--- config.mk ---
export PLATFORM = sky130hd
export DESIGN_NAME = clipped_line_rasterizer
export DESIGN_NICKNAME = d
export VERILOG_FILES = /design/src/rtl/core/clr_pkg.sv /design/src/rtl/core/clr_queue.sv /design/src/rtl/core/clr_front.sv /design/src/rtl/core/clr_back.sv /design/src/rtl/core/clipped_line_rasterizer.sv
export VERILOG_INCLUDE_DIRS = /design/src /design/src/rtl/core
export SDC_FILE = /design/constraint.sdc
export NUM_CORES = 1
export LEC_CHECK = 0
export BUFFER_PORTS_ARGS = -buffer_cell sky130_fd_sc_hd__buf_2
export CAP_MARGIN = 20
export CORE_UTILIZATION = 45
export DETAILED_ROUTE_END_ITERATION = 8
export PLACE_DENSITY = 0.7
export SKIP_CTS_REPAIR_TIMING = 1
export SYNTH_ARGS = -nofsm -noshare
export SYNTH_HDL_FRONTEND = slang
export SYNTH_SLANG_ARGS = --single-unit
--- constraint.sdc ---
create_clock -name clk -period 7.11 [get_ports clk]
set_input_delay 0.711 -clock clk [delete_from_list [all_inputs] [get_ports clk]]
set_output_delay 0.711 -clock clk [all_outputs]
set_load 0.1 [all_outputs]
--- src/rtl/core/clipped_line_rasterizer_macros.svh ---
// assertion helpers used by the rasterizer top level
`ifndef CLIPPED_LINE_RASTERIZER_MACROS_SVH
`define CLIPPED_LINE_RASTERIZER_MACROS_SVH

// implication checked on every rising edge outside reset
`define CLR_ASSERT_IMPL(label, ante, cons) \
  label: assert property (@(posedge clk) disable iff (!rst_n) (ante) |-> (cons)) \
    else $error("clipped_line_rasterizer assertion failed");

// condition that must never be seen outside reset
`define CLR_ASSERT_NEVER(label, expr) \
  label: assert property (@(posedge clk) disable iff (!rst_n) !(expr)) \
    else $error("clipped_line_rasterizer assertion failed");

`endif

--- src/rtl/core/clr_pkg.sv ---
// ----------------------------------------------------------------------------
// clr_pkg
// Types and constants shared by the clipped line rasterizer modules.
// ----------------------------------------------------------------------------
`default_nettype none

package clr_pkg;

  localparam int COORD_W    = 12;
  localparam int TWICE_W    = 13;
  localparam int ERR_W      = 16;
  localparam int COLOR_W    = 32;
  localparam int CFG_DATA_W = 9;
  localparam int CFG_IDX_W  = 2;
  localparam int Q_DEPTH    = 2;

  localparam logic OP_LOAD = 1'b0;
  localparam logic OP_STEP = 1'b1;

  typedef enum logic [CFG_IDX_W-1:0] {
    CFG_CLIP_LEFT   = 2'd0,
    CFG_CLIP_RIGHT  = 2'd1,
    CFG_CLIP_TOP    = 2'd2,
    CFG_CLIP_BOTTOM = 2'd3
  } cfg_idx_t;

  typedef struct packed {
    logic                      op;
    logic signed [COORD_W-1:0] start_x;
    logic signed [COORD_W-1:0] start_y;
    logic signed [COORD_W-1:0] end_x;
    logic signed [COORD_W-1:0] end_y;
    logic [COLOR_W-1:0]        pixel_color;
  } in_item_t;

  typedef struct packed {
    logic signed [COORD_W-1:0] pix_x;
    logic signed [COORD_W-1:0] pix_y;
    logic [COLOR_W-1:0]        pix_color;
    logic                      write_enable;
    logic                      last;
    logic                      busy_res;
  } out_item_t;

  // decoded command handed from front to back
  typedef struct packed {
    logic                      op;
    logic signed [COORD_W-1:0] start_x;
    logic signed [COORD_W-1:0] start_y;
    logic signed [COORD_W-1:0] end_x;
    logic signed [COORD_W-1:0] end_y;
    logic signed [1:0]         step_x;
    logic signed [1:0]         step_y;
    logic [TWICE_W-1:0]        twice_dx;
    logic [TWICE_W-1:0]        twice_dy;
    logic signed [ERR_W-1:0]   error_init;
    logic                      x_major;
    logic [COLOR_W-1:0]        color;
  } cmd_t;

  typedef struct packed {
    logic full;
    logic empty;
  } q_status_t;

endpackage

`default_nettype wire

--- src/rtl/core/clr_queue.sv ---
// ----------------------------------------------------------------------------
// clr_queue
// Short command queue between the decode front and the drawing back end.
// ----------------------------------------------------------------------------
`default_nettype none

module clr_queue
  import clr_pkg::*;
(
  input  wire logic      clk,
  input  wire logic      rst_n,
  input  wire logic      push,
  input  wire cmd_t      push_cmd,
  input  wire logic      pop,
  output cmd_t           head_cmd,
  output q_status_t      status
);

  localparam int PTR_W = (Q_DEPTH > 1) ? $clog2(Q_DEPTH) : 1;
  localparam int CNT_W = $clog2(Q_DEPTH + 1);

  cmd_t             entry_r [Q_DEPTH];
  logic [PTR_W-1:0] wr_ptr_r, wr_ptr_nxt;
  logic [PTR_W-1:0] rd_ptr_r, rd_ptr_nxt;
  logic [CNT_W-1:0] count_r, count_nxt;
  logic             do_push, do_pop;

  assign status.full  = (count_r == CNT_W'(Q_DEPTH));
  assign status.empty = (count_r == '0);
  assign do_push      = push && !status.full;
  assign do_pop       = pop && !status.empty;
  assign head_cmd     = entry_r[rd_ptr_r];

  always_comb begin
    wr_ptr_nxt = wr_ptr_r;
    rd_ptr_nxt = rd_ptr_r;
    count_nxt  = count_r;
    if (do_push) begin
      wr_ptr_nxt = (wr_ptr_r == PTR_W'(Q_DEPTH - 1)) ? '0 : wr_ptr_r + 1'b1;
    end
    if (do_pop) begin
      rd_ptr_nxt = (rd_ptr_r == PTR_W'(Q_DEPTH - 1)) ? '0 : rd_ptr_r + 1'b1;
    end
    if (do_push && !do_pop) begin
      count_nxt = count_r + 1'b1;
    end else if (do_pop && !do_push) begin
      count_nxt = count_r - 1'b1;
    end
  end

  always_ff @(posedge clk) begin
    if (!rst_n) begin
      wr_ptr_r <= '0;
      rd_ptr_r <= '0;
      count_r  <= '0;
    end else begin
      wr_ptr_r <= wr_ptr_nxt;
      rd_ptr_r <= rd_ptr_nxt;
      count_r  <= count_nxt;
    end
  end

  always_ff @(posedge clk) begin
    if (do_push) begin
      entry_r[wr_ptr_r] <= push_cmd;
    end
  end

endmodule

`default_nettype wire

--- src/rtl/core/clr_front.sv ---
// ----------------------------------------------------------------------------
// clr_front
// Accepts input beats and works out the line setup: deltas, step signs,
// major axis and the starting error term.
// ----------------------------------------------------------------------------
`default_nettype none

module clr_front
  import clr_pkg::*;
(
  input  wire logic      in_valid,
  output logic           in_ready,
  input  wire in_item_t  in_data,
  input  wire q_status_t q_status,
  output logic           q_push,
  output cmd_t           q_cmd
);

  logic signed [COORD_W:0]  dx, dy;
  logic [COORD_W-1:0]       abs_dx, abs_dy;
  logic                     x_major;

  assign in_ready = !q_status.full;
  assign q_push   = in_valid && !q_status.full;

  always_comb begin
    dx     = (COORD_W+1)'(in_data.end_x) - (COORD_W+1)'(in_data.start_x);
    dy     = (COORD_W+1)'(in_data.end_y) - (COORD_W+1)'(in_data.start_y);
    abs_dx = COORD_W'(dx[COORD_W] ? -dx : dx);
    abs_dy = COORD_W'(dy[COORD_W] ? -dy : dy);
    x_major = abs_dx > abs_dy;

    q_cmd.op       = in_data.op;
    q_cmd.start_x  = in_data.start_x;
    q_cmd.start_y  = in_data.start_y;
    q_cmd.end_x    = in_data.end_x;
    q_cmd.end_y    = in_data.end_y;
    q_cmd.color    = in_data.pixel_color;
    q_cmd.x_major  = x_major;
    q_cmd.twice_dx = {abs_dx, 1'b0};
    q_cmd.twice_dy = {abs_dy, 1'b0};
    q_cmd.step_x   = (dx == '0) ? 2'sd0 : (dx[COORD_W] ? -2'sd1 : 2'sd1);
    q_cmd.step_y   = (dy == '0) ? 2'sd0 : (dy[COORD_W] ? -2'sd1 : 2'sd1);
    // 2*minor - major
    if (x_major) begin
      q_cmd.error_init = $signed(ERR_W'({abs_dy, 1'b0})) - $signed(ERR_W'(abs_dx));
    end else begin
      q_cmd.error_init = $signed(ERR_W'({abs_dx, 1'b0})) - $signed(ERR_W'(abs_dy));
    end
  end

endmodule

`default_nettype wire

--- src/rtl/core/clr_back.sv ---
// ----------------------------------------------------------------------------
// clr_back
// Drawing back end: holds the walk state and clip registers, executes one
// command per cycle while output is free, keeping the result in its register.
// ----------------------------------------------------------------------------
`default_nettype none

module clr_back
  import clr_pkg::*;
#(
  parameter int FB_WIDTH  = 256,
  parameter int FB_HEIGHT = 256
) (
  input  wire logic                  clk,
  input  wire logic                  rst_n,
  input  wire logic                  cfg_we,
  input  wire logic [CFG_IDX_W-1:0]  cfg_index,
  input  wire logic [CFG_DATA_W-1:0] cfg_wdata,
  input  wire cmd_t                  q_cmd,
  input  wire q_status_t             q_status,
  output logic                       q_pop,
  output logic                       out_valid,
  input  wire logic                  out_ready,
  output out_item_t                  out_data
);

  localparam int CW_X   = $clog2(FB_WIDTH + 1);
  localparam int CW_Y   = $clog2(FB_HEIGHT + 1);
  localparam int CLIP_W = (CW_X > CW_Y) ? CW_X : CW_Y;

  logic [CLIP_W-1:0] clip_left_r, clip_right_r, clip_top_r, clip_bottom_r;
  logic [CLIP_W-1:0] cfg_w_sat, cfg_h_sat;

  logic signed [COORD_W-1:0] cur_x_r, cur_x_nxt, cur_y_r, cur_y_nxt;
  logic signed [COORD_W-1:0] tgt_x_r, tgt_x_nxt, tgt_y_r, tgt_y_nxt;
  logic signed [1:0]         stp_x_r, stp_x_nxt, stp_y_r, stp_y_nxt;
  logic [TWICE_W-1:0]        tdx_r, tdx_nxt, tdy_r, tdy_nxt;
  logic signed [ERR_W-1:0]   err_r, err_nxt, err_adj;
  logic                      xmaj_r, xmaj_nxt, active_r, active_nxt;
  logic [COLOR_W-1:0]        color_r, color_nxt;

  logic                      out_valid_r;
  out_item_t                 out_data_r, out_data_nxt;
  logic                      last, drawing, in_clip, err_ge;
  logic signed [COORD_W:0]   px, py;

  assign q_pop     = !q_status.empty && (!out_valid_r || out_ready);
  assign out_valid = out_valid_r;
  assign out_data  = out_data_r;

  // clip writes saturate at the framebuffer size
  assign cfg_w_sat = (int'(cfg_wdata) > FB_WIDTH)  ? CLIP_W'(FB_WIDTH)  : CLIP_W'(cfg_wdata);
  assign cfg_h_sat = (int'(cfg_wdata) > FB_HEIGHT) ? CLIP_W'(FB_HEIGHT) : CLIP_W'(cfg_wdata);

  always_ff @(posedge clk) begin
    if (!rst_n) begin
      clip_left_r   <= '0;
      clip_right_r  <= CLIP_W'(FB_WIDTH);
      clip_top_r    <= '0;
      clip_bottom_r <= CLIP_W'(FB_HEIGHT);
    end else if (cfg_we) begin
      unique case (cfg_idx_t'(cfg_index))
        CFG_CLIP_LEFT:   clip_left_r   <= cfg_w_sat;
        CFG_CLIP_RIGHT:  clip_right_r  <= cfg_w_sat;
        CFG_CLIP_TOP:    clip_top_r    <= cfg_h_sat;
        CFG_CLIP_BOTTOM: clip_bottom_r <= cfg_h_sat;
        default: ;
      endcase
    end
  end

  always_comb begin
    cur_x_nxt  = cur_x_r;
    cur_y_nxt  = cur_y_r;
    tgt_x_nxt  = tgt_x_r;
    tgt_y_nxt  = tgt_y_r;
    stp_x_nxt  = stp_x_r;
    stp_y_nxt  = stp_y_r;
    tdx_nxt    = tdx_r;
    tdy_nxt    = tdy_r;
    err_nxt    = err_r;
    xmaj_nxt   = xmaj_r;
    active_nxt = active_r;
    color_nxt  = color_r;
    err_ge     = !err_r[ERR_W-1];
    err_adj    = err_r;
    drawing    = 1'b1;

    if (q_cmd.op == OP_LOAD) begin
      cur_x_nxt = q_cmd.start_x;
      cur_y_nxt = q_cmd.start_y;
      tgt_x_nxt = q_cmd.end_x;
      tgt_y_nxt = q_cmd.end_y;
      stp_x_nxt = q_cmd.step_x;
      stp_y_nxt = q_cmd.step_y;
      tdx_nxt   = q_cmd.twice_dx;
      tdy_nxt   = q_cmd.twice_dy;
      err_nxt   = q_cmd.error_init;
      xmaj_nxt  = q_cmd.x_major;
      color_nxt = q_cmd.color;
    end else if (active_r) begin
      if (xmaj_r) begin
        cur_x_nxt = cur_x_r + COORD_W'(stp_x_r);
        if (err_ge) begin
          cur_y_nxt = cur_y_r + COORD_W'(stp_y_r);
          err_adj   = err_r - $signed(ERR_W'(tdx_r));
        end
        err_nxt = err_adj + $signed(ERR_W'(tdy_r));
      end else begin
        if (err_ge) begin
          cur_x_nxt = cur_x_r + COORD_W'(stp_x_r);
          err_adj   = err_r - $signed(ERR_W'(tdy_r));
        end
        cur_y_nxt = cur_y_r + COORD_W'(stp_y_r);
        err_nxt   = err_adj + $signed(ERR_W'(tdx_r));
      end
    end else begin
      // step with no line: repeat the position, nothing written
      drawing = 1'b0;
    end

    last = drawing && (xmaj_nxt ? (cur_x_nxt == tgt_x_nxt) : (cur_y_nxt == tgt_y_nxt));
    if (drawing) begin
      active_nxt = !last;
    end

    px = (COORD_W+1)'(cur_x_nxt);
    py = (COORD_W+1)'(cur_y_nxt);
    in_clip = (px >= $signed({1'b0, COORD_W'(clip_left_r)}))  &&
              (px <  $signed({1'b0, COORD_W'(clip_right_r)})) &&
              (py >= $signed({1'b0, COORD_W'(clip_top_r)}))   &&
              (py <  $signed({1'b0, COORD_W'(clip_bottom_r)}));

    out_data_nxt.pix_x        = cur_x_nxt;
    out_data_nxt.pix_y        = cur_y_nxt;
    out_data_nxt.pix_color    = color_nxt;
    out_data_nxt.write_enable = drawing && in_clip;
    out_data_nxt.last         = last;
    out_data_nxt.busy_res     = drawing && !last;
  end

  always_ff @(posedge clk) begin
    if (!rst_n) begin
      cur_x_r     <= '0;
      cur_y_r     <= '0;
      tgt_x_r     <= '0;
      tgt_y_r     <= '0;
      stp_x_r     <= '0;
      stp_y_r     <= '0;
      tdx_r       <= '0;
      tdy_r       <= '0;
      err_r       <= '0;
      xmaj_r      <= 1'b0;
      active_r    <= 1'b0;
      color_r     <= '0;
      out_valid_r <= 1'b0;
    end else begin
      if (q_pop) begin
        cur_x_r  <= cur_x_nxt;
        cur_y_r  <= cur_y_nxt;
        tgt_x_r  <= tgt_x_nxt;
        tgt_y_r  <= tgt_y_nxt;
        stp_x_r  <= stp_x_nxt;
        stp_y_r  <= stp_y_nxt;
        tdx_r    <= tdx_nxt;
        tdy_r    <= tdy_nxt;
        err_r    <= err_nxt;
        xmaj_r   <= xmaj_nxt;
        active_r <= active_nxt;
        color_r  <= color_nxt;
        out_valid_r <= 1'b1;
      end else if (out_ready) begin
        out_valid_r <= 1'b0;
      end
    end
  end

  always_ff @(posedge clk) begin
    if (q_pop) begin
      out_data_r <= out_data_nxt;
    end
  end

endmodule

`default_nettype wire

--- src/rtl/core/clipped_line_rasterizer.sv ---
// ----------------------------------------------------------------------------
// clipped_line_rasterizer
// Bresenham line rasterizer with a clip rectangle, one pixel per beat.
// ----------------------------------------------------------------------------
// A load beat (op 0) sets up a line and returns its first pixel; each step
// beat (op 1) returns the next one, with write_enable set only inside the
// clip rectangle and last/busy_res marking the end of the line. Every input
// beat gives exactly one result beat. Sustained rate is one beat per clock in
// and out while out_ready holds: the front decodes a beat in the cycle it is
// accepted and pushes it into a two-entry command queue, and the back end
// retires one command per cycle into its output register when that is free,
// so a beat is held in the queue, then in the output register. Clip registers
// are written through cfg_* while the block is idle, a user rule the block
// does not enforce; values beyond the framebuffer are saturated to its size.
`default_nettype none

module clipped_line_rasterizer
  import clr_pkg::*;
#(
  parameter int FB_WIDTH  = 256,
  parameter int FB_HEIGHT = 256
) (
  input  wire logic                  clk,
  input  wire logic                  rst_n,
  input  wire logic                  in_valid,
  output logic                       in_ready,
  input  wire in_item_t              in_data,
  output logic                       out_valid,
  input  wire logic                  out_ready,
  output out_item_t                  out_data,
  input  wire logic                  cfg_we,
  input  wire logic [CFG_IDX_W-1:0]  cfg_index,
  input  wire logic [CFG_DATA_W-1:0] cfg_wdata
);

`include "clipped_line_rasterizer_macros.svh"

  q_status_t q_status;
  logic      q_push, q_pop;
  cmd_t      push_cmd, head_cmd;

  clr_front u_front (
    .in_valid (in_valid),
    .in_ready (in_ready),
    .in_data  (in_data),
    .q_status (q_status),
    .q_push   (q_push),
    .q_cmd    (push_cmd)
  );

  clr_queue u_queue (
    .clk      (clk),
    .rst_n    (rst_n),
    .push     (q_push),
    .push_cmd (push_cmd),
    .pop      (q_pop),
    .head_cmd (head_cmd),
    .status   (q_status)
  );

  clr_back #(
    .FB_WIDTH  (FB_WIDTH),
    .FB_HEIGHT (FB_HEIGHT)
  ) u_back (
    .clk       (clk),
    .rst_n     (rst_n),
    .cfg_we    (cfg_we),
    .cfg_index (cfg_index),
    .cfg_wdata (cfg_wdata),
    .q_cmd     (head_cmd),
    .q_status  (q_status),
    .q_pop     (q_pop),
    .out_valid (out_valid),
    .out_ready (out_ready),
    .out_data  (out_data)
  );

  // a stalled result must not be overwritten by the next command
  `CLR_ASSERT_IMPL(a_pop_only_when_free, q_pop, !out_valid || out_ready)
  // the final pixel never reports more pixels pending
  `CLR_ASSERT_IMPL(a_last_not_busy, out_valid && out_data.last, !out_data.busy_res)
  // queue bookkeeping stays consistent
  `CLR_ASSERT_NEVER(a_queue_status, q_status.full && q_status.empty)

endmodule

`default_nettype wire
* Word level (Yosys, flattened, before mapping)
Memory sizes are Yosys's and may differ from the RTL's. A register that Yosys moved wholly into a read port is not among the register bits.
Cells that the tools add are included.
** Operators by class
- Magnitude comparators :: 6
- Reduce and logical (&&, ||, !) cells :: 32
- Muxes and demuxes :: 44
- Add/subtract/negate cells :: 16
- Equality and inequality tests :: 7
- Bitwise logic cells :: 1
** Operators with widths (count)
- $mux W16 :: 12
- $mux W12 :: 12
- $add A16 B14 Y16 :: 2
- $mux W32 :: 1
- $sub A16 B14 Y16 :: 2
- $sub A13 B12 Y14 :: 2
- $logic_not A13 Y1 :: 2
- $sub A12 B12 Y13 :: 2
- $add A12 B2 Y12 :: 2
- $eq A12 B12 Y1 :: 2
- $ge A12 B10 Y1 :: 2
- $lt A12 B10 Y1 :: 2
- $neg A12 Y12 :: 2
- $reduce_and A2 Y1 :: 7
- $gt A12 B12 Y1 :: 1
- $logic_and A1 B1 Y1 :: 12
- $mux W1 :: 12
- $mux W2 :: 6
- $gt A9 B9 Y1 const B :: 1
- $mux W9 :: 1
- $eq A2 B2 Y1 const B :: 3
- $logic_not A1 Y1 :: 6
- $logic_not A2 Y1 :: 2
- $reduce_bool A2 Y1 :: 2
- other kinds (7) :: 8
** Storage, ports and cells
- Output and inout bits :: 61
- Register bits after elaboration :: 228
- Memories kept :: 1
- RAM bits :: 252
- Input bits :: 97
** Memories
- u_queue.entry_r :: words 2, width 126, read ports 1, clocked after Yosys merged registers in 1, write ports 1, line clr_queue.sv:22 : cmd_t entry_r [Q_DEPTH];

* Logic depth before layout (Yosys ltp)
- Depth in word-level cells :: 10
- Gate-level depth with buffers :: 26
- Gate-level depth less buffers :: 26

* By module
A second synthesis with hierarchy kept.
** Second synthesis, totals
- Cells, all modules :: 2754
- Area, all modules :: 28434.8 µm²
** By module, submodules not included
- clr_back :: times used 1, cells an instance 1760, seq. area each 5074.9 µm², area each 14785.4 µm²
- clr_queue :: times used 1, cells an instance 423, seq. area each 7787.5 µm², area each 9505.4 µm²
- clr_front :: times used 1, cells an instance 571, seq. area each 0.0 µm², area each 4144.0 µm²

* Worst setup path before layout
Ideal clock, no wire load.
- Path kind :: reg-to-reg
- Start point :: register u_queue.count_r[0]
- End point :: memory u_queue.entry_r[0][0] (netlist name) (enable)
- Arrival time :: 6584 ps
- Data required time :: 6501 ps
- Library setup time :: 609 ps
- Stages on the path, launching flop included :: 4
- Buffers on the path :: 0
- Slack :: -83 ps
- Cell sequence :: dfxtp_1 -> nand2b_1 -> nand2_1 -> nor2_1
** Between the ends
- Longest elaborated chain between the ends :: 6
** Ends and longest elaborated chain
- start: declaration :: line clr_queue.sv:25 : logic [CNT_W-1:0] count_r, count_nxt;
- start signal: assignment :: line clr_queue.sv:59 : count_r <= count_nxt;
- $eq A2 B2 Y1 * :: line clr_queue.sv:28 : assign status.full = (count_r == CNT_W'(Q_DEPTH));
- $logic_not A1 Y1 *
- net in_ready :: line clipped_line_rasterizer.sv:26 : output logic in_ready,
- $logic_and A1 B1 Y1 :: line clr_front.sv:24 : assign q_push = in_valid && !q_status.full;
- $logic_and A1 B1 Y1 * :: line clr_queue.sv:30 : assign do_push = push && !status.full;
- $mux W1 * :: line clr_queue.sv:64 : if (do_push) begin
- $mux W1 (implied by the code) * :: line clr_queue.sv:65 : entry_r[wr_ptr_r] <= push_cmd;
- end: declaration :: line clr_queue.sv:22
The timed path passes the listed nets; every way through them passes the cells marked *.

==> impl_metrics.yaml <==
timing:
  fin_crit_ns: 5.43
  setup_tns_ns: 0
  fmax_mhz: 184
  finalSetupViolations: 0
  timing.final.max_slew_violations: 0
  setup_slack_ns: 1.68
  fin_crit_sh_pct: 76.4
  worstMarginPinSlew_ns: 1.13
  holdWs_ns: 0.309
  relSlewSlack_pct: 24.8
  skew_ns: 0.0314
  rsz0062_at_grt: "no"
  hold_violations: 0
die:
  start_util_pct: 45.5
  fp.dieArea_sq_mm: 0.0580
  core-area_sq_mm: 0.0564
  pin_count: 158
  die_y_um: 241
  dieWidth_um: 241
  row_count: 87
final_layout:
  fin_area_sq_mm: 0.0289
  fill_cells: 5037
  drive_above_1_share_pct: 11.7
  syn_to_final_growth_pct: 12.8
  final_util_pct: 51.3
  fin_nets: 2839
  stdcell_count: 3366
power:
  combPwrFrac_pct: 54.9
  p_leak_nw: 11.9
  power_mw: 15.3
  p_seq_share_pct: 27.9
  p_int_mw: 8.36
  power_density_mw_per_mm2: 529
  switching_power_mw: 6.96
  peakVddDrop_uv: 363
  clockPowerShare_pct: 17.1
  switching_share_pct: 45.4
grt:
  grt_antenna_before_repair: 1
  first_global_vias: 18200
  grt_use_total_pct: 21.9
  grt_pass1_wl_um: 99600
  grt_max_degree: 111
  overflow: 0
yosys:
  ys_top_cells_by_area: "edfxtp_1 36%, dfxtp_1 13%, ha_1 8.0%, mux2i_1 4.9%, nand2_1 4.6%"
  seq_area_frac_synth_pct: 48.7
  synth.distinct_cells: 78
  synth-edff-count: 305
  syn-num-nets: 2704
  yosys.area.top_type: "edfxtp_1"
  async_reset_ff_share_pct: 0
  synthFlopType: "edfxtp_1"
  yosysTopAreaCellShare_pct: 35.7
  yosys_warnings: 0
  synth_area_sq_mm: 0.0257
  avgSynthCellArea_sq_um: 10.5
  yosysMostFrequentCell: "nand2_1"
  synth_commonest_cells: "315 x nand2_1, 305 x edfxtp_1, 167 x dfxtp_1, 165 x ha_1, 141 x inv_1"
  ys_ff_latch: 472
  synth_cells: 2432
clock_tree:
  root_buffer: "clkbuf_16"
  cts_max_level: 2
  cts_buffers: 49
  clk_pin_slew_ns: 0.06
  cts_num_sinks: 472
  clk_path_buf_depth: 3
  cts_tree: "yes"
  clk_latency_ns: 0.60
place:
  pre_cts_ws_ns: 1.06
  placed_cells: 3270
  postPlaceCellArea_sq_mm: 0.0272
  dp_hpwl_um: 45900
  io_buffers: 157
  gp_congestion: 0.902
routing:
  vias: 19000
  antenna_left: 0
  drcViolationCount: 0
  via_per_inst: 5.64
  drt_iter0_markers: 1397
  routed_wl_um: 63600
  dr.pass1.iters: 8
  wl_per_cell_um: 18.9
critical_path:
  crit_fanout: 17
  arrival_ns: 5.77
  worst_setup_path_start_kind: "input port"
  worst_ep_required_time_ns: 7.45
  cp-end-kind: "register"
  critical_path_class: "input port to register"
worst_hold_path:
  hp-class: "input port to register"
run:
  cap_viol_max_count: 0
outcome:
  outcome: "complete, no violations"
==> state kept, by name, indices dropped and copies added (netlist names), 15 cells and up, named ones only <==
| signal | flops |
|---|---|
| u_queue.entry_r | 246 |
| u_back.out_data | 59 |
| u_back.color_r | 32 |
| u_back.err_r | 15 |
==> kinds of logic after synthesis <==
group,after synthesis,synth area share [%]
compound gates,609,17.0
buf+inv,248,3.67
flops,472,48.7
simple gates,634,11.0
fa+ha+maj,175,8.83
mux,135,5.33
xor+xnor,159,5.43
==> cells in the final DEF, fill, tap and decap left out, types with 25 or more instances in the layout <==
| cell | count |
|---|---|
| ha_1 | 165 |
| inv_1 | 140 |
| nand3_1 | 25 |
| buf_4 | 28 |
| mux2i_1 | 125 |
| dfxtp_1 | 166 |
| nor2_1 | 128 |
| o211a_1 | 87 |
| clkbuf_16 | 51 |
| nand2_1 | 315 |
| nor3_1 | 33 |
| nor2b_1 | 47 |
| buf_2 | 156 |
| edfxtp_1 | 305 |
| a21o_1 | 30 |
| xor2_1 | 68 |
| o21ai_0 | 107 |
| a211oi_1 | 43 |
| a21boi_0 | 56 |
| xnor2_1 | 91 |
| a21oi_1 | 110 |
==> worst max-delay path: stages <==
cell and delay, ns:
buf_2 0.12, inv_1 0.08, ha_1 0.17, inv_1 0.06
fa_1 0.42, a211oi_1 0.32, o21ai_1 0.14, a211o_1 0.29
a31oi_1 0.22, o21bai_1 0.12, nand2_1 0.11, a31oi_2 0.21
a21oi_1 0.22, xor2_1 0.42, inv_1 0.14, ha_1 0.33
nand4_1 0.14, nor3_1 0.20, a2111oi_0 0.09, nor2_1 0.56
buf_4 0.33, mux2_2 0.37
==> metal layers <==
layer	part of all wire [%]	global-route usage [%]	vias to the layer above
met3	5.7	2.69	95
met2	45	35.0	566
met5	0	0	-
li1	-	-	9112
met1	46	31.2	9203
met4	2.3	5.96	0
==> power groups by stage <==
stage	Combinational (mW)	Sequential (mW)	Clock [mW]
floorplan	5.30	5.52	0
global placement	8.13	4.30	0
detailed placement	8.34	4.33	0
CTS	8.39	4.27	2.68
global route	9.18	4.36	2.79
finish	8.41	4.28	2.63
==> final cells by class <==
| type | instances | area, sq um | area share [%] |
|---|---|---|---|
| flip-flops and latches | 472 | 12500 | 43.2 |
| multi-input cells | 1712 | 12200 | 42.3 |
| clock buffers | 74 | 1460 | 5.06 |
| repair buffers | 187 | 1020 | 3.53 |
| well taps | 756 | 946 | 3.27 |
| inverters | 145 | 546 | 1.89 |
| clock inverters | 18 | 204 | 0.705 |
| diodes | 2 | 5.00 | 0.0173 |
==> worst paths after layout <==
check	from	slack, ns	cells past startpoint	to
max	in_data[32]	1.68	22	u_queue.entry_r[1][34]$_DFFE_PP_
min	in_data[0]	0.31	1	u_queue.entry_r[1][0]$_DFFE_PP_
max reg2reg	u_back.stp_x_r[1]$_SDFFE_PN0P_	2.16	14	u_back.out_data[2]$_DFFE_PP_
min reg2reg	u_back.clip_left_r[4]$_SDFFE_PN0P_	0.46	2	u_back.clip_left_r[4]$_SDFFE_PN0P_
(Power assumes the default switching activity.)
